===== config.mk =====
export PLATFORM = sky130hd
export DESIGN_NAME = trapezoid_scroll_offset_top
export DESIGN_NICKNAME = d
export VERILOG_FILES = /design/src/rtl/tso_pkg.sv /design/src/rtl/tso_serial.sv /design/src/rtl/trapezoid_scroll_offset_top.sv
export SDC_FILE = /design/constraint.sdc
export NUM_CORES = 2
export LEC_CHECK = 0
export BUFFER_PORTS_ARGS = -buffer_cell sky130_fd_sc_hd__buf_2
export CORE_ASPECT_RATIO = 0.75
export CORE_MARGIN = 4
export CORE_UTILIZATION = 45
export DETAILED_ROUTE_END_ITERATION = 12
export GPL_ROUTABILITY_DRIVEN = 0
export PLACE_DENSITY_LB_ADDON = 0.3
export SLEW_MARGIN = 20
export SYNTH_ARGS = -nofsm -noshare
export SYNTH_HDL_FRONTEND = slang
export SYNTH_SLANG_ARGS = --single-unit

===== constraint.sdc =====
create_clock -name clk -period 6.2 [get_ports clk]
set_input_delay 1.55 -clock clk [delete_from_list [all_inputs] [get_ports clk]]
set_output_delay 1.55 -clock clk [all_outputs]
set_load 0.03 [all_outputs]

===== src/rtl/tso_pkg.sv =====
// Shared types and constants for the trapezoid scroll offset block.
// Used by tso_serial and trapezoid_scroll_offset_top; depends on nothing.
`timescale 1ns / 1ps
`default_nettype none

package tso_pkg;

  localparam int FRAC_BITS = 16;

  // Shared serial unit sizing.
  localparam int OPA_W     = 32;
  localparam int OPB_W     = 58;
  localparam int MLT_W     = 26;
  localparam int DVS_W     = 25;
  localparam int MUL_STEPS = 26;
  localparam int DIV_STEPS = 58;
  localparam int CNT_W     = 6;

  // Offset and crop arithmetic.
  localparam int SUM_W   = 49;
  localparam int WHOLE_W = SUM_W - FRAC_BITS;
  localparam int TOP_W   = WHOLE_W + 1;

  localparam logic [16:0] CROP_MAX  = 17'h1FFFF;
  localparam logic [17:0] TOTAL_MAX = 18'h3FFFF;

  localparam logic [2:0] REG_TOTAL_DISTANCE   = 3'd0;
  localparam logic [2:0] REG_SCROLL_SPEED     = 3'd1;
  localparam logic [2:0] REG_RAMP_UP_FRAMES   = 3'd2;
  localparam logic [2:0] REG_RAMP_DOWN_FRAMES = 3'd3;
  localparam logic [2:0] REG_RAMP_UP_ON       = 3'd4;
  localparam logic [2:0] REG_RAMP_DOWN_ON     = 3'd5;
  localparam logic [2:0] REG_FIRST_ROW        = 3'd6;

  localparam logic [1:0] PH_ACCEL  = 2'd0;
  localparam logic [1:0] PH_LINEAR = 2'd1;
  localparam logic [1:0] PH_DECEL  = 2'd2;

  typedef enum logic {
    OP_MUL,
    OP_DIV
  } tso_op_t;

  typedef struct packed {
    logic    start;
    tso_op_t op;
  } tso_cmd_t;

  typedef enum logic [3:0] {
    ST_D_START,
    ST_D_MUL1,
    ST_D_MUL2,
    ST_D_DIVU,
    ST_D_DIVD,
    ST_D_DIVC,
    ST_D_FIN,
    ST_IDLE,
    ST_PHASE,
    ST_MSTART,
    ST_MWAIT,
    ST_VEL,
    ST_SUM,
    ST_OUT
  } tso_state_t;

endpackage

`default_nettype wire


===== src/rtl/tso_serial.sv =====
// Bit-serial shift-add multiplier and restoring divider, one bit per cycle.
// Depends on tso_pkg.
`timescale 1ns / 1ps
`default_nettype none

module tso_serial (
  input  wire logic                     clk,
  input  wire logic                     rst_n,
  input  wire tso_pkg::tso_cmd_t        cmd,
  input  wire logic [tso_pkg::OPA_W-1:0] opa,
  input  wire logic [tso_pkg::OPB_W-1:0] opb,
  output logic                          done,
  output logic [tso_pkg::OPB_W-1:0]     res
);

  logic                          busy_r;
  logic                          done_r;
  logic [tso_pkg::CNT_W-1:0]     cnt_r;
  tso_pkg::tso_op_t              op_r;
  logic [tso_pkg::OPA_W-1:0]     opa_r;
  logic [tso_pkg::OPA_W:0]       acc_r;
  logic [tso_pkg::OPB_W-1:0]     sh_r;

  logic [tso_pkg::OPA_W:0]       mul_sum;
  logic [tso_pkg::DVS_W:0]       dv_trial;
  logic [tso_pkg::DVS_W+1:0]     dv_diff;
  logic                          dv_ge;

  always_comb begin
    mul_sum  = acc_r + {1'b0, (sh_r[0] ? opa_r : {tso_pkg::OPA_W{1'b0}})};
    dv_trial = {acc_r[tso_pkg::DVS_W-1:0], sh_r[tso_pkg::OPB_W-1]};
    dv_diff  = {1'b0, dv_trial} - {2'b00, opa_r[tso_pkg::DVS_W-1:0]};
    dv_ge    = ~dv_diff[tso_pkg::DVS_W+1];
  end

  always_ff @(posedge clk) begin
    if (!rst_n) begin
      busy_r <= 1'b0;
      done_r <= 1'b0;
      cnt_r  <= '0;
      op_r   <= tso_pkg::OP_MUL;
    end else if (cmd.start) begin
      busy_r <= 1'b1;
      done_r <= 1'b0;
      op_r   <= cmd.op;
      cnt_r  <= (cmd.op == tso_pkg::OP_MUL) ? tso_pkg::CNT_W'(tso_pkg::MUL_STEPS - 1)
                                            : tso_pkg::CNT_W'(tso_pkg::DIV_STEPS - 1);
    end else if (busy_r) begin
      cnt_r <= cnt_r - 1'b1;
      if (cnt_r == '0) begin
        busy_r <= 1'b0;
        done_r <= 1'b1;
      end
    end else begin
      done_r <= 1'b0;
    end
  end

  always_ff @(posedge clk) begin
    if (cmd.start) begin
      acc_r <= '0;
      sh_r  <= opb;
      opa_r <= opa;
    end else if (busy_r) begin
      if (op_r == tso_pkg::OP_MUL) begin
        acc_r <= {1'b0, mul_sum[tso_pkg::OPA_W:1]};
        sh_r  <= {sh_r[tso_pkg::OPB_W-1:tso_pkg::MLT_W], mul_sum[0],
                  sh_r[tso_pkg::MLT_W-1:1]};
      end else begin
        acc_r <= {{(tso_pkg::OPA_W - tso_pkg::DVS_W){1'b0}},
                  (dv_ge ? dv_diff[tso_pkg::DVS_W:0] : dv_trial)};
        sh_r  <= {sh_r[tso_pkg::OPB_W-2:0], dv_ge};
      end
    end
  end

  assign done = done_r;
  assign res  = (op_r == tso_pkg::OP_MUL) ?
                {acc_r[tso_pkg::OPA_W-1:0], sh_r[tso_pkg::MLT_W-1:0]} : sh_r;

endmodule

`default_nettype wire


===== src/rtl/trapezoid_scroll_offset_top.sv =====
// Trapezoidal scroll offset generator: config registers, sequencer and offset accumulator.
// Depends on tso_pkg and tso_serial.
// A ramp frame steps through PHASE, MSTART, MWAIT, VEL, SUM and OUT after the accept;
// a linear frame skips MSTART and MWAIT. Words are taken only in IDLE, after OUT is free.
// Reset and every register write rederive the slopes and cruise length with
// in_tready low. Reset is synchronous and active low; it restores the register defaults.
`timescale 1ns / 1ps
`default_nettype none

module trapezoid_scroll_offset_top (
  input  wire logic        clk,
  input  wire logic        rst_n,
  input  wire logic        in_tvalid,
  output logic             in_tready,
  input  wire logic [15:0] in_tdata,   // [15:0] frame_time
  output logic             out_tvalid,
  input  wire logic        out_tready,
  output logic [39:0]      out_tdata,  // [16:0] crop_top, [18:17] phase,
                                       // [36:19] frame_total, [37] setup_error
  input  wire logic        cfg_wr_en,
  input  wire logic [2:0]  cfg_index,
  input  wire logic [23:0] cfg_wdata
);

  tso_pkg::tso_state_t state_r, state_nxt;

  logic [15:0] total_distance_r;
  logic [23:0] scroll_speed_r;
  logic [15:0] ramp_up_frames_r;
  logic [15:0] ramp_down_frames_r;
  logic        ramp_up_on_r;
  logic        ramp_down_on_r;
  logic [15:0] first_row_r;

  logic signed [42:0] d2_r;
  logic [31:0]        up_slope_r;
  logic [31:0]        down_slope_r;
  logic signed [49:0] cruise_r;
  logic [17:0]        frame_total_r;
  logic               setup_error_r;

  logic signed [47:0] offset_r;
  logic [15:0]        t_r;
  logic [1:0]         phase_r;
  logic [24:0]        relq_r;
  logic signed [42:0] v_r;

  logic        out_valid_r;
  logic [39:0] out_data_r;

  tso_pkg::tso_cmd_t           unit_cmd;
  logic [tso_pkg::OPA_W-1:0]   unit_a;
  logic [tso_pkg::OPB_W-1:0]   unit_b;
  logic                        unit_done;
  logic [tso_pkg::OPB_W-1:0]   unit_res;

  logic        cfg_hit;
  logic        in_acc;
  logic        out_free;
  logic [23:0] spd_div;
  logic [15:0] up_div;
  logic [15:0] dn_div;
  logic        d2_neg;
  logic [42:0] d2_abs;
  logic signed [49:0] cruise_calc;
  logic signed [50:0] knee;
  logic signed [50:0] rel;
  logic [1:0]  phase_sel;
  logic signed [42:0] v_calc;
  logic signed [48:0] sum_ext;
  logic signed [47:0] sum_sat;
  logic [tso_pkg::SUM_W-1:0]   rnd;
  logic [tso_pkg::WHOLE_W-1:0] whole;
  logic signed [tso_pkg::TOP_W-1:0] top;
  logic [16:0] crop_calc;
  logic [16:0] ramp_sum;
  logic signed [50:0] ft_sum;
  logic [33:0] ft_whole;
  logic [17:0] ft_calc;
  logic signed [17:0] dist_left;
  logic        err_calc;

  tso_serial u_serial (
    .clk   (clk),
    .rst_n (rst_n),
    .cmd   (unit_cmd),
    .opa   (unit_a),
    .opb   (unit_b),
    .done  (unit_done),
    .res   (unit_res)
  );

  assign cfg_hit   = cfg_wr_en && (cfg_index <= tso_pkg::REG_FIRST_ROW);
  assign in_tready = (state_r == tso_pkg::ST_IDLE) && !cfg_wr_en;
  assign in_acc    = in_tvalid && in_tready;
  assign out_free  = !out_valid_r || out_tready;

  always_comb begin
    spd_div = (scroll_speed_r == '0) ? 24'd1 : scroll_speed_r;
    up_div  = (ramp_up_frames_r == '0) ? 16'd1 : ramp_up_frames_r;
    dn_div  = (ramp_down_frames_r == '0) ? 16'd1 : ramp_down_frames_r;
    d2_neg  = d2_r[42];
    d2_abs  = d2_neg ? 43'(-d2_r) : 43'(d2_r);
    cruise_calc = d2_neg ? -$signed({1'b0, unit_res[48:0]})
                         :  $signed({1'b0, unit_res[48:0]});

    knee = $signed({cruise_r[49], cruise_r}) + $signed({19'b0, ramp_up_frames_r, 16'b0});
    rel  = $signed({19'b0, t_r, 16'b0}) - knee;
    if (ramp_up_on_r && (t_r <= ramp_up_frames_r)) begin
      phase_sel = tso_pkg::PH_ACCEL;
    end else if (ramp_down_on_r && !rel[50] && (rel[49:0] != '0)) begin
      phase_sel = tso_pkg::PH_DECEL;
    end else begin
      phase_sel = tso_pkg::PH_LINEAR;
    end

    case (phase_r)
      tso_pkg::PH_ACCEL: v_calc = $signed({3'b0, unit_res[47:8]});
      tso_pkg::PH_DECEL: v_calc = $signed({19'b0, scroll_speed_r})
                                - $signed({1'b0, unit_res[57:16]});
      default:           v_calc = $signed({19'b0, scroll_speed_r});
    endcase

    sum_ext = $signed({offset_r[47], offset_r}) + $signed({{6{v_r[42]}}, v_r});
    if (sum_ext[48] != sum_ext[47]) begin
      sum_sat = sum_ext[48] ? $signed({1'b1, 47'b0}) : $signed({1'b0, {47{1'b1}}});
    end else begin
      sum_sat = sum_ext[47:0];
    end

    rnd   = {offset_r[47], offset_r}
          + (offset_r[47] ? {{(tso_pkg::SUM_W - tso_pkg::FRAC_BITS){1'b0}},
                             {tso_pkg::FRAC_BITS{1'b1}}}
                          : {tso_pkg::SUM_W{1'b0}});
    whole = rnd[tso_pkg::SUM_W-1:tso_pkg::FRAC_BITS];
    top   = $signed({whole[tso_pkg::WHOLE_W-1], whole})
          + $signed({{(tso_pkg::TOP_W - 16){1'b0}}, first_row_r});
    if (top[tso_pkg::TOP_W-1]) begin
      crop_calc = '0;
    end else if (top[tso_pkg::TOP_W-2:17] != '0) begin
      crop_calc = tso_pkg::CROP_MAX;
    end else begin
      crop_calc = top[16:0];
    end

    ramp_sum = {1'b0, ramp_up_frames_r} + {1'b0, ramp_down_frames_r};
    ft_sum   = $signed({cruise_r[49], cruise_r}) + $signed({18'b0, ramp_sum, 16'b0});
    ft_whole = ft_sum[49:16];
    if (ft_sum[50]) begin
      ft_calc = '0;
    end else if (ft_whole[33:18] != '0) begin
      ft_calc = tso_pkg::TOTAL_MAX;
    end else begin
      ft_calc = ft_whole[17:0];
    end

    dist_left = $signed({2'b0, total_distance_r}) - $signed({2'b0, ramp_up_frames_r});
    err_calc  = dist_left < $signed({2'b0, ramp_down_frames_r});
  end

  always_ff @(posedge clk) begin
    if (!rst_n) begin
      state_r <= tso_pkg::ST_D_START;
    end else begin
      state_r <= state_nxt;
    end
  end

  always_comb begin
    state_nxt      = state_r;
    unit_cmd.start = 1'b0;
    unit_cmd.op    = tso_pkg::OP_MUL;
    unit_a         = '0;
    unit_b         = '0;
    unique case (state_r)
      tso_pkg::ST_D_START: begin
        unit_cmd.start = 1'b1;
        unit_a         = {8'b0, scroll_speed_r};
        unit_b         = {42'b0, ramp_up_frames_r};
        state_nxt      = tso_pkg::ST_D_MUL1;
      end
      tso_pkg::ST_D_MUL1: begin
        if (unit_done) begin
          unit_cmd.start = 1'b1;
          unit_a         = {8'b0, scroll_speed_r};
          unit_b         = {42'b0, ramp_down_frames_r};
          state_nxt      = tso_pkg::ST_D_MUL2;
        end
      end
      tso_pkg::ST_D_MUL2: begin
        if (unit_done) begin
          unit_cmd.start = 1'b1;
          unit_cmd.op    = tso_pkg::OP_DIV;
          unit_a         = {16'b0, up_div};
          unit_b         = {26'b0, scroll_speed_r, 8'b0};
          state_nxt      = tso_pkg::ST_D_DIVU;
        end
      end
      tso_pkg::ST_D_DIVU: begin
        if (unit_done) begin
          unit_cmd.start = 1'b1;
          unit_cmd.op    = tso_pkg::OP_DIV;
          unit_a         = {16'b0, dn_div};
          unit_b         = {26'b0, scroll_speed_r, 8'b0};
          state_nxt      = tso_pkg::ST_D_DIVD;
        end
      end
      tso_pkg::ST_D_DIVD: begin
        if (unit_done) begin
          unit_cmd.start = 1'b1;
          unit_cmd.op    = tso_pkg::OP_DIV;
          unit_a         = {7'b0, spd_div, 1'b0};
          unit_b         = {d2_abs[41:0], 16'b0};
          state_nxt      = tso_pkg::ST_D_DIVC;
        end
      end
      tso_pkg::ST_D_DIVC: begin
        if (unit_done) begin
          state_nxt = tso_pkg::ST_D_FIN;
        end
      end
      tso_pkg::ST_D_FIN: begin
        state_nxt = tso_pkg::ST_IDLE;
      end
      tso_pkg::ST_IDLE: begin
        if (in_acc) begin
          state_nxt = tso_pkg::ST_PHASE;
        end
      end
      tso_pkg::ST_PHASE: begin
        state_nxt = (phase_sel == tso_pkg::PH_LINEAR) ? tso_pkg::ST_VEL
                                                      : tso_pkg::ST_MSTART;
      end
      tso_pkg::ST_MSTART: begin
        unit_cmd.start = 1'b1;
        if (phase_r == tso_pkg::PH_ACCEL) begin
          unit_a = up_slope_r;
          unit_b = {42'b0, t_r};
        end else begin
          unit_a = down_slope_r;
          unit_b = {33'b0, relq_r};
        end
        state_nxt = tso_pkg::ST_MWAIT;
      end
      tso_pkg::ST_MWAIT: begin
        if (unit_done) begin
          state_nxt = tso_pkg::ST_VEL;
        end
      end
      tso_pkg::ST_VEL: begin
        state_nxt = tso_pkg::ST_SUM;
      end
      tso_pkg::ST_SUM: begin
        state_nxt = tso_pkg::ST_OUT;
      end
      tso_pkg::ST_OUT: begin
        if (out_free) begin
          state_nxt = tso_pkg::ST_IDLE;
        end
      end
      default: begin
        state_nxt = tso_pkg::ST_D_START;
      end
    endcase
    if (cfg_hit) begin
      state_nxt = tso_pkg::ST_D_START;
    end
  end

  always_ff @(posedge clk) begin
    if (!rst_n) begin
      total_distance_r   <= 16'd0;
      scroll_speed_r     <= 24'd65536;
      ramp_up_frames_r   <= 16'd1;
      ramp_down_frames_r <= 16'd1;
      ramp_up_on_r       <= 1'b0;
      ramp_down_on_r     <= 1'b0;
      first_row_r        <= 16'd0;
    end else if (cfg_wr_en) begin
      unique case (cfg_index)
        tso_pkg::REG_TOTAL_DISTANCE:   total_distance_r   <= cfg_wdata[15:0];
        tso_pkg::REG_SCROLL_SPEED:     scroll_speed_r     <= cfg_wdata;
        tso_pkg::REG_RAMP_UP_FRAMES:   ramp_up_frames_r   <= cfg_wdata[15:0];
        tso_pkg::REG_RAMP_DOWN_FRAMES: ramp_down_frames_r <= cfg_wdata[15:0];
        tso_pkg::REG_RAMP_UP_ON:       ramp_up_on_r       <= cfg_wdata[0];
        tso_pkg::REG_RAMP_DOWN_ON:     ramp_down_on_r     <= cfg_wdata[0];
        tso_pkg::REG_FIRST_ROW:        first_row_r        <= cfg_wdata[15:0];
        default: ;
      endcase
    end
  end

  always_ff @(posedge clk) begin
    if (!rst_n) begin
      offset_r <= '0;
    end else if (cfg_hit) begin
      offset_r <= '0;
    end else if (state_r == tso_pkg::ST_SUM) begin
      offset_r <= sum_sat;
    end
  end

  always_ff @(posedge clk) begin
    unique case (state_r)
      tso_pkg::ST_D_START: begin
        d2_r <= $signed({10'b0, total_distance_r, 17'b0});
      end
      tso_pkg::ST_D_MUL1: begin
        if (unit_done && ramp_up_on_r) begin
          d2_r <= d2_r - $signed({3'b0, unit_res[39:0]});
        end
      end
      tso_pkg::ST_D_MUL2: begin
        if (unit_done && ramp_down_on_r) begin
          d2_r <= d2_r - $signed({3'b0, unit_res[39:0]});
        end
      end
      tso_pkg::ST_D_DIVU: begin
        if (unit_done) begin
          up_slope_r <= ramp_up_on_r ? unit_res[31:0] : 32'd0;
        end
      end
      tso_pkg::ST_D_DIVD: begin
        if (unit_done) begin
          down_slope_r <= ramp_down_on_r ? unit_res[31:0] : 32'd0;
        end
      end
      tso_pkg::ST_D_DIVC: begin
        if (unit_done) begin
          cruise_r <= cruise_calc;
        end
      end
      tso_pkg::ST_D_FIN: begin
        frame_total_r <= ft_calc;
        setup_error_r <= err_calc;
      end
      tso_pkg::ST_IDLE: begin
        if (in_acc) begin
          t_r <= in_tdata;
        end
      end
      tso_pkg::ST_PHASE: begin
        phase_r <= phase_sel;
        relq_r  <= rel[32:8];
      end
      tso_pkg::ST_VEL: begin
        v_r <= v_calc;
      end
      default: ;
    endcase
  end

  always_ff @(posedge clk) begin
    if (!rst_n) begin
      out_valid_r <= 1'b0;
    end else if ((state_r == tso_pkg::ST_OUT) && out_free) begin
      out_valid_r <= 1'b1;
    end else if (out_tready) begin
      out_valid_r <= 1'b0;
    end
  end

  always_ff @(posedge clk) begin
    if ((state_r == tso_pkg::ST_OUT) && out_free) begin
      out_data_r <= {2'b00, setup_error_r, frame_total_r, phase_r, crop_calc};
    end
  end

  assign out_tvalid = out_valid_r;
  assign out_tdata  = out_data_r;

endmodule

`default_nettype wire

Yosys cells after proc, flatten, opt, wreduce, memory -nomap -nowiden
Cells that the tools add are included.
Storage, ports and cells
  bits in registers: 575
  word-level logic and storage cells: 186
  output and inout bits: 42
  input bits: 48
Cells by class
  bitwise logic cells: 3
  reduce and logical (&&, ||, !) cells: 46
  eq/ne operators: 32
  muxes and demuxes: 56
  order comparisons: 3
  add/subtract/negate cells: 15
Operators with widths (count)
  2-to-1 mux 58 bit: 5
  one-hot mux 58 bit (5 select lines): 1
  one-hot mux 32 bit (6 select lines): 1
  one-hot mux 43 bit (3 select lines): 1
  2-to-1 mux 32 bit: 4
  2-to-1 mux 16 bit: 6
  2-to-1 mux 48 bit: 2
  2-to-1 mux 43 bit: 2
  one-hot mux 43 bit (2 select lines): 1
  one-hot mux 4 bit (14 select lines): 1
  adder 50 x 33 -> 51 bit: 1
  adder 50 x 34 -> 51 bit: 1
  subtractor 33 x 51 -> 51 bit: 1
  2-to-1 mux 25 bit: 2
  negator 49 -> 50 bit: 1
  nonzero test 50 bit: 1
  adder 48 x 17 -> 49 bit: 1
  adder 48 x 43 -> 49 bit: 1
  2-to-1 mux 49 bit: 1
  2-to-1 mux 24 bit: 2
  subtractor 24 x 42 -> 43 bit: 1
  subtractor 43 x 41 -> 43 bit: 1
  2-to-1 mux 42 bit: 1
  negator 42 bit: 1
  47 further kinds: 115

Longest topological paths before layout
  depth in word-level cells: 10
  depth in mapped cells: 26
  mapped depth without buffers: 24

Cells and area by module
From an unflattened synthesis, not the netlist that was laid out.
Second synthesis, totals
  cells, all modules: 5098
  area total of the unflattened synthesis: 44253.7 µm²
Modules (own cells, without submodules)
  trapezoid_scroll_offset_top: seq. area each 11871.4 µm², cells an instance 4058, area each 35041.1 µm², instances 1
  tso_serial: seq. area each 3523.4 µm², cells an instance 1040, area each 9212.6 µm², instances 1

Worst setup path before layout
No wires, ideal clock.
  path kind: register to register
  start point: reg offset_r[47]
  end point: reg out_data_r[5] (netlist: out_tdata[5]) (data pin)
  path buffers: 1
  path slack: 69 ps
  arrival time: 5854 ps
  stages on the path, launching flop included: 25
  setup time: 277 ps
  cell sequence: dfxtp_1 -> ha_1 -> nand3_1 -> o22ai_1 -> nor4_1 -> or2_2 -> nor2_1 -> nand2_1 -> nor2_1 -> nand3_1 -> nor2_1 -> nand2_1 -> xnor2_1 -> ha_1 -> nand4_1 -> or2_2 -> a31oi_1 -> o21bai_1 -> nor4b_1 -> o221ai_1 -> a2111oi_0 -> o311ai_0 -> nor4_2 -> buf_2 -> a21oi_1
On the way
  cells in the longest elaborated chain, start to end: 5
Ends and longest elaborated chain
  start: declaration: RTL line trapezoid_scroll_offset_top.sv:42  | logic signed [47:0] offset_r;
  start signal: assignment: RTL line trapezoid_scroll_offset_top.sv:299  | offset_r <= sum_sat;
  2-to-1 mux 16 bit: RTL line trapezoid_scroll_offset_top.sv:132  | + (offset_r[47] ? {{(tso_pkg::SUM_W - tso_pkg::FRAC_BITS){1'b0}},
  adder 48 x 17 -> 49 bit (*): RTL line trapezoid_scroll_offset_top.sv:132
  adder 33 x 17 -> 34 bit (*): RTL line trapezoid_scroll_offset_top.sv:137  | + $signed({{(tso_pkg::TOP_W - 16){1'b0}}, first_row_r});
  nonzero test 16 bit: RTL line trapezoid_scroll_offset_top.sv:140  | end else if (top[tso_pkg::TOP_W-2:17] != '0) begin
  2-to-1 mux 17 bit: RTL line trapezoid_scroll_offset_top.sv:140
  end signal: assignment: RTL line trapezoid_scroll_offset_top.sv:365  | out_data_r <= {2'b00, setup_error_r, frame_total_r, phase_r, crop_calc};
  end: declaration: RTL line trapezoid_scroll_offset_top.sv:49  | logic [39:0] out_data_r;
Mark *: on every way between the ends. The rest lies on a longest branch, timed or not.
A chain may end at the register's enable or synchronous reset.

Final worst setup path
  start point: reg offset_r[47]
  end point: reg out_data_r[9] (netlist: out_tdata[9]) (data pin)
The elaborated chain is that of the path after synthesis.

==> impl_metrics.json <==
{
  "status": "finished clean",
  "vias_per_cell": 6.32,
  "grt_use_total_pct": 28.8,
  "max_freq_ghz": 0.170,
  "cp_slowest_cell": "or3b_2",
  "rows": 98,
  "leakage_uw": 0.0187,
  "worst_setup_path_start_kind": "flop",
  "htreeDepth": 2,
  "nFillCells": 8917,
  "hold_violations": 0,
  "synth_fa_ha_area_share_pct": 11.7,
  "vias": 39734,
  "io_pins": 90,
  "cpPeakStageDelay_ps": 500,
  "grt_pass1_vias": 35646,
  "synthArstFlopShare_pct": 0,
  "synth_cells": 4940,
  "endpoint_kind": "flop",
  "power_uw": 12600,
  "worstPathArrival_ps": 6300,
  "cts.sink_count": 574,
  "ys_ff_latch": 574,
  "hold_start": "frame_total_r[14]",
  "synth_area_sq_um": 43300,
  "finalSetupViolCount": 0,
  "synth_cell_types": 91,
  "synth-simple-area-share_pct": 16.7,
  "whs_ps": 422,
  "avgRoutedWirePerCell_um": 24.5,
  "grt_max_degree": 93,
  "ir_worst_vdd_uv": 293,
  "critPathLaunch": "offset_r[47]",
  "yosys_warnings": 0,
  "drc_errors": 0,
  "r2r_slack_ps": 320,
  "drtPass1Iterations": 9,
  "yosysSeqAreaShare_pct": 35.6,
  "antenna_found_initial": 6,
  "die_h_um": 277,
  "layout.nets": 5399,
  "cp_common_cell": "buf_4",
  "wl_um": 154000,
  "seq_area_sq_um": 15400,
  "worstMarginPinSlew_ps": 1270,
  "port-buffer-count": 87,
  "dpl.cell_count": 6160,
  "crit_type": "flop to flop",
  "crit_buf_inv": 4,
  "multi_input_area_sq_um": 26300,
  "crit_required_ps": 6620,
  "gr-total-overflow": 0,
  "instances_no_fill": 6286,
  "hold_path.class": "flop to flop",
  "area_growth_pct": 9.79,
  "coreArea_sq_um": 95400,
  "synth_xor_area_share_pct": 6.92,
  "synth_top_flop_cell": "edfxtp_1",
  "reg2reg_from": "offset_r[47]",
  "crit_fanout": 9,
  "start_util_pct": 45.4,
  "relSlewSlack_pct": 14.9,
  "fin_skew_ps": 37.9,
  "fin_crit_sh_pct": 94.8,
  "maxSlewViolCount": 0,
  "avgSynthCellArea_sq_um": 8.76,
  "clock-root-buffer": "clkbuf_16",
  "post-route-min-period_ps": 5880,
  "drtIter0Drc": 5770,
  "postCtsHoldBufs": 0,
  "cts_buffers": 59,
  "synth_top_family_by_area": "compound AO/OA/AOI/OAI gates",
  "cts_tree": "done",
  "drive_gt1_share_pct": 7.58,
  "critPathTopFamily": "simple AND/OR/NAND/NOR gates",
  "clock_latency_ps": 680,
  "die_area_sq_um": 101000,
  "hpwl_um": 116000,
  "setup_tns_ps": 0,
  "drv_cap": 0,
  "die_x_um": 366,
  "synth_edf_count": 390,
  "clk_pin_slew_ps": 70,
  "synth_mux_area_share_pct": 2.27,
  "synth_compound_gate_area_share_pct": 22.9,
  "power_density_nw_per_um2": 264,
  "grt_pass1_wl_um": 226000,
  "fin_util_pct": 49.8,
  "ctsLongestPathBuffers": 3,
  "antenna_left": 0
}
area by class of cell:
| cell class | count | share of cell area, % |
|---|---|---|
| diodes | 8 | 0.0421 |
| multi-input cells | 3911 | 55.4 |
| flip-flops and latches | 574 | 32.4 |
| repair buffers | 177 | 2.37 |
| clock inverters | 42 | 1.14 |
| clock buffers | 70 | 3.35 |
| inverters | 254 | 2.01 |
| well taps | 1250 | 3.29 |
per-stage QoR:
step           setup slack, ps  instance area, sq um
2_1_floorplan             69.4                 43300
3_3_place_gp               134                 45200
3_5_place_dp              8.40                 45200
4_1_cts                    131                 47400
5_1_grt                  -61.9                 47500
6_report                   320                 47500
flip-flops by register name, summed over array words and instances (netlist names), 2 cells and up:
signal	cells
scroll_speed_r	24
ramp_up_frames_r	16
down_slope_r	32
offset_r	48
total_distance_r	16
u_serial.acc_r	32
up_slope_r	32
t_r	16
d2_r	43
state_r	4
u_serial.cnt_r	6
relq_r	25
u_serial.opa_r	32
ramp_down_frames_r	16
cruise_r	50
first_row_r	16
u_serial.sh_r	58
frame_total_r	18
phase_r	2
v_r	43
out_tdata	38
worst paths after layout:
check / end / depth (start not counted)
worst max-delay path: out_tdata[9] / 26
worst min-delay path: out_tdata[33] / 0
worst max register to register: out_tdata[9] / 26
worst min register to register: out_tdata[33] / 0
cells in the mapped netlist (30+ instances only):
library cell / instances / area [sq um]
a211oi_1: 49 / 368
a21boi_0: 107 / 803
a21o_1: 115 / 863
a21oi_1: 426 / 2130
a221o_1: 52 / 521
a31oi_1: 36 / 225
and2_1: 34 / 213
and3_1: 50 / 313
clkbuf_1: 180 / 676
dfxtp_1: 184 / 3680
edfxtp_1: 390 / 11700
ha_1: 349 / 4370
inv_1: 250 / 938
mux2i_1: 89 / 891
nand2_1: 585 / 2200
nand2b_1: 55 / 344
nand3_1: 117 / 586
nand4_1: 45 / 282
nor2_1: 354 / 1330
nor2b_1: 50 / 313
nor3_1: 69 / 345
nor4_1: 30 / 188
o211ai_1: 41 / 308
o21a_1: 67 / 503
o21ai_0: 361 / 1810
o21bai_1: 43 / 323
o31ai_1: 46 / 345
or2_2: 35 / 219
or3_1: 32 / 200
xnor2_1: 206 / 1800
xor2_1: 136 / 1190
where the power goes:
| group | switching, uW | leakage (uW) | total (uW) | internal, uW |
|---|---|---|---|---|
| combinational | 2330 | 0.0124 | 3840 | 1510 |
| sequential | 327 | 0.00527 | 4710 | 4390 |
| clock | 1730 | 0.00101 | 4000 | 2270 |
| total | 4390 | 0.0187 | 12600 | 8170 |
cells in the final DEF (no fill, tap or decap), types with 64 or more instances in the layout:
master	n
mux2i_1	89
edfxtp_1	390
xnor2_1	206
a21oi_1	425
a21o_1	115
nor3_1	64
o21ai_0	361
xor2_1	136
buf_2	87
a21boi_0	107
inv_1	249
ha_1	349
o21a_1	67
nand3_1	116
buf_4	88
nand2_1	585
dfxtp_1	181
nor2_1	346
worst reg2reg max path, delay by kind of cell, from the launching register on:
kind	cells	cell delay, ps
compound gates	8	1430
xor+xnor	1	140
fa+ha+maj	2	700
buf+inv	4	770
flops	1	380
simple gates	11	2200
per-layer routing:
metal / global-route usage (%) / wire (um)
met3: 8.47 / 20400
met4: 9.57 / 5980
met2: 39.6 / 60400
met5: 0.797 / 116
met1: 42.6 / 66800
cells by family (layout without fill, tap and decap cells):
| kind of cell | count (synthesis) | in the layout |
|---|---|---|
| and+or+nand+nor | 1539 | 1539 |
| AOI/OAI and AO/OA | 1538 | 1538 |
| DFF | 574 | 574 |
| buffers and inverters | 456 | 543 |
| adders and majority gates | 393 | 393 |
| xor gates and xnor gates | 342 | 342 |
| muxes | 97 | 97 |
| other | 1 | 10 |
what timing repair did:
action	CTS	global route
endpoints found under the setup margin	4	35
pin swaps	0	6
gates cloned	0	2
resized for setup	1	19
setup buffers	0	3
No activity file was read; power rests on OpenSTA's default activity.
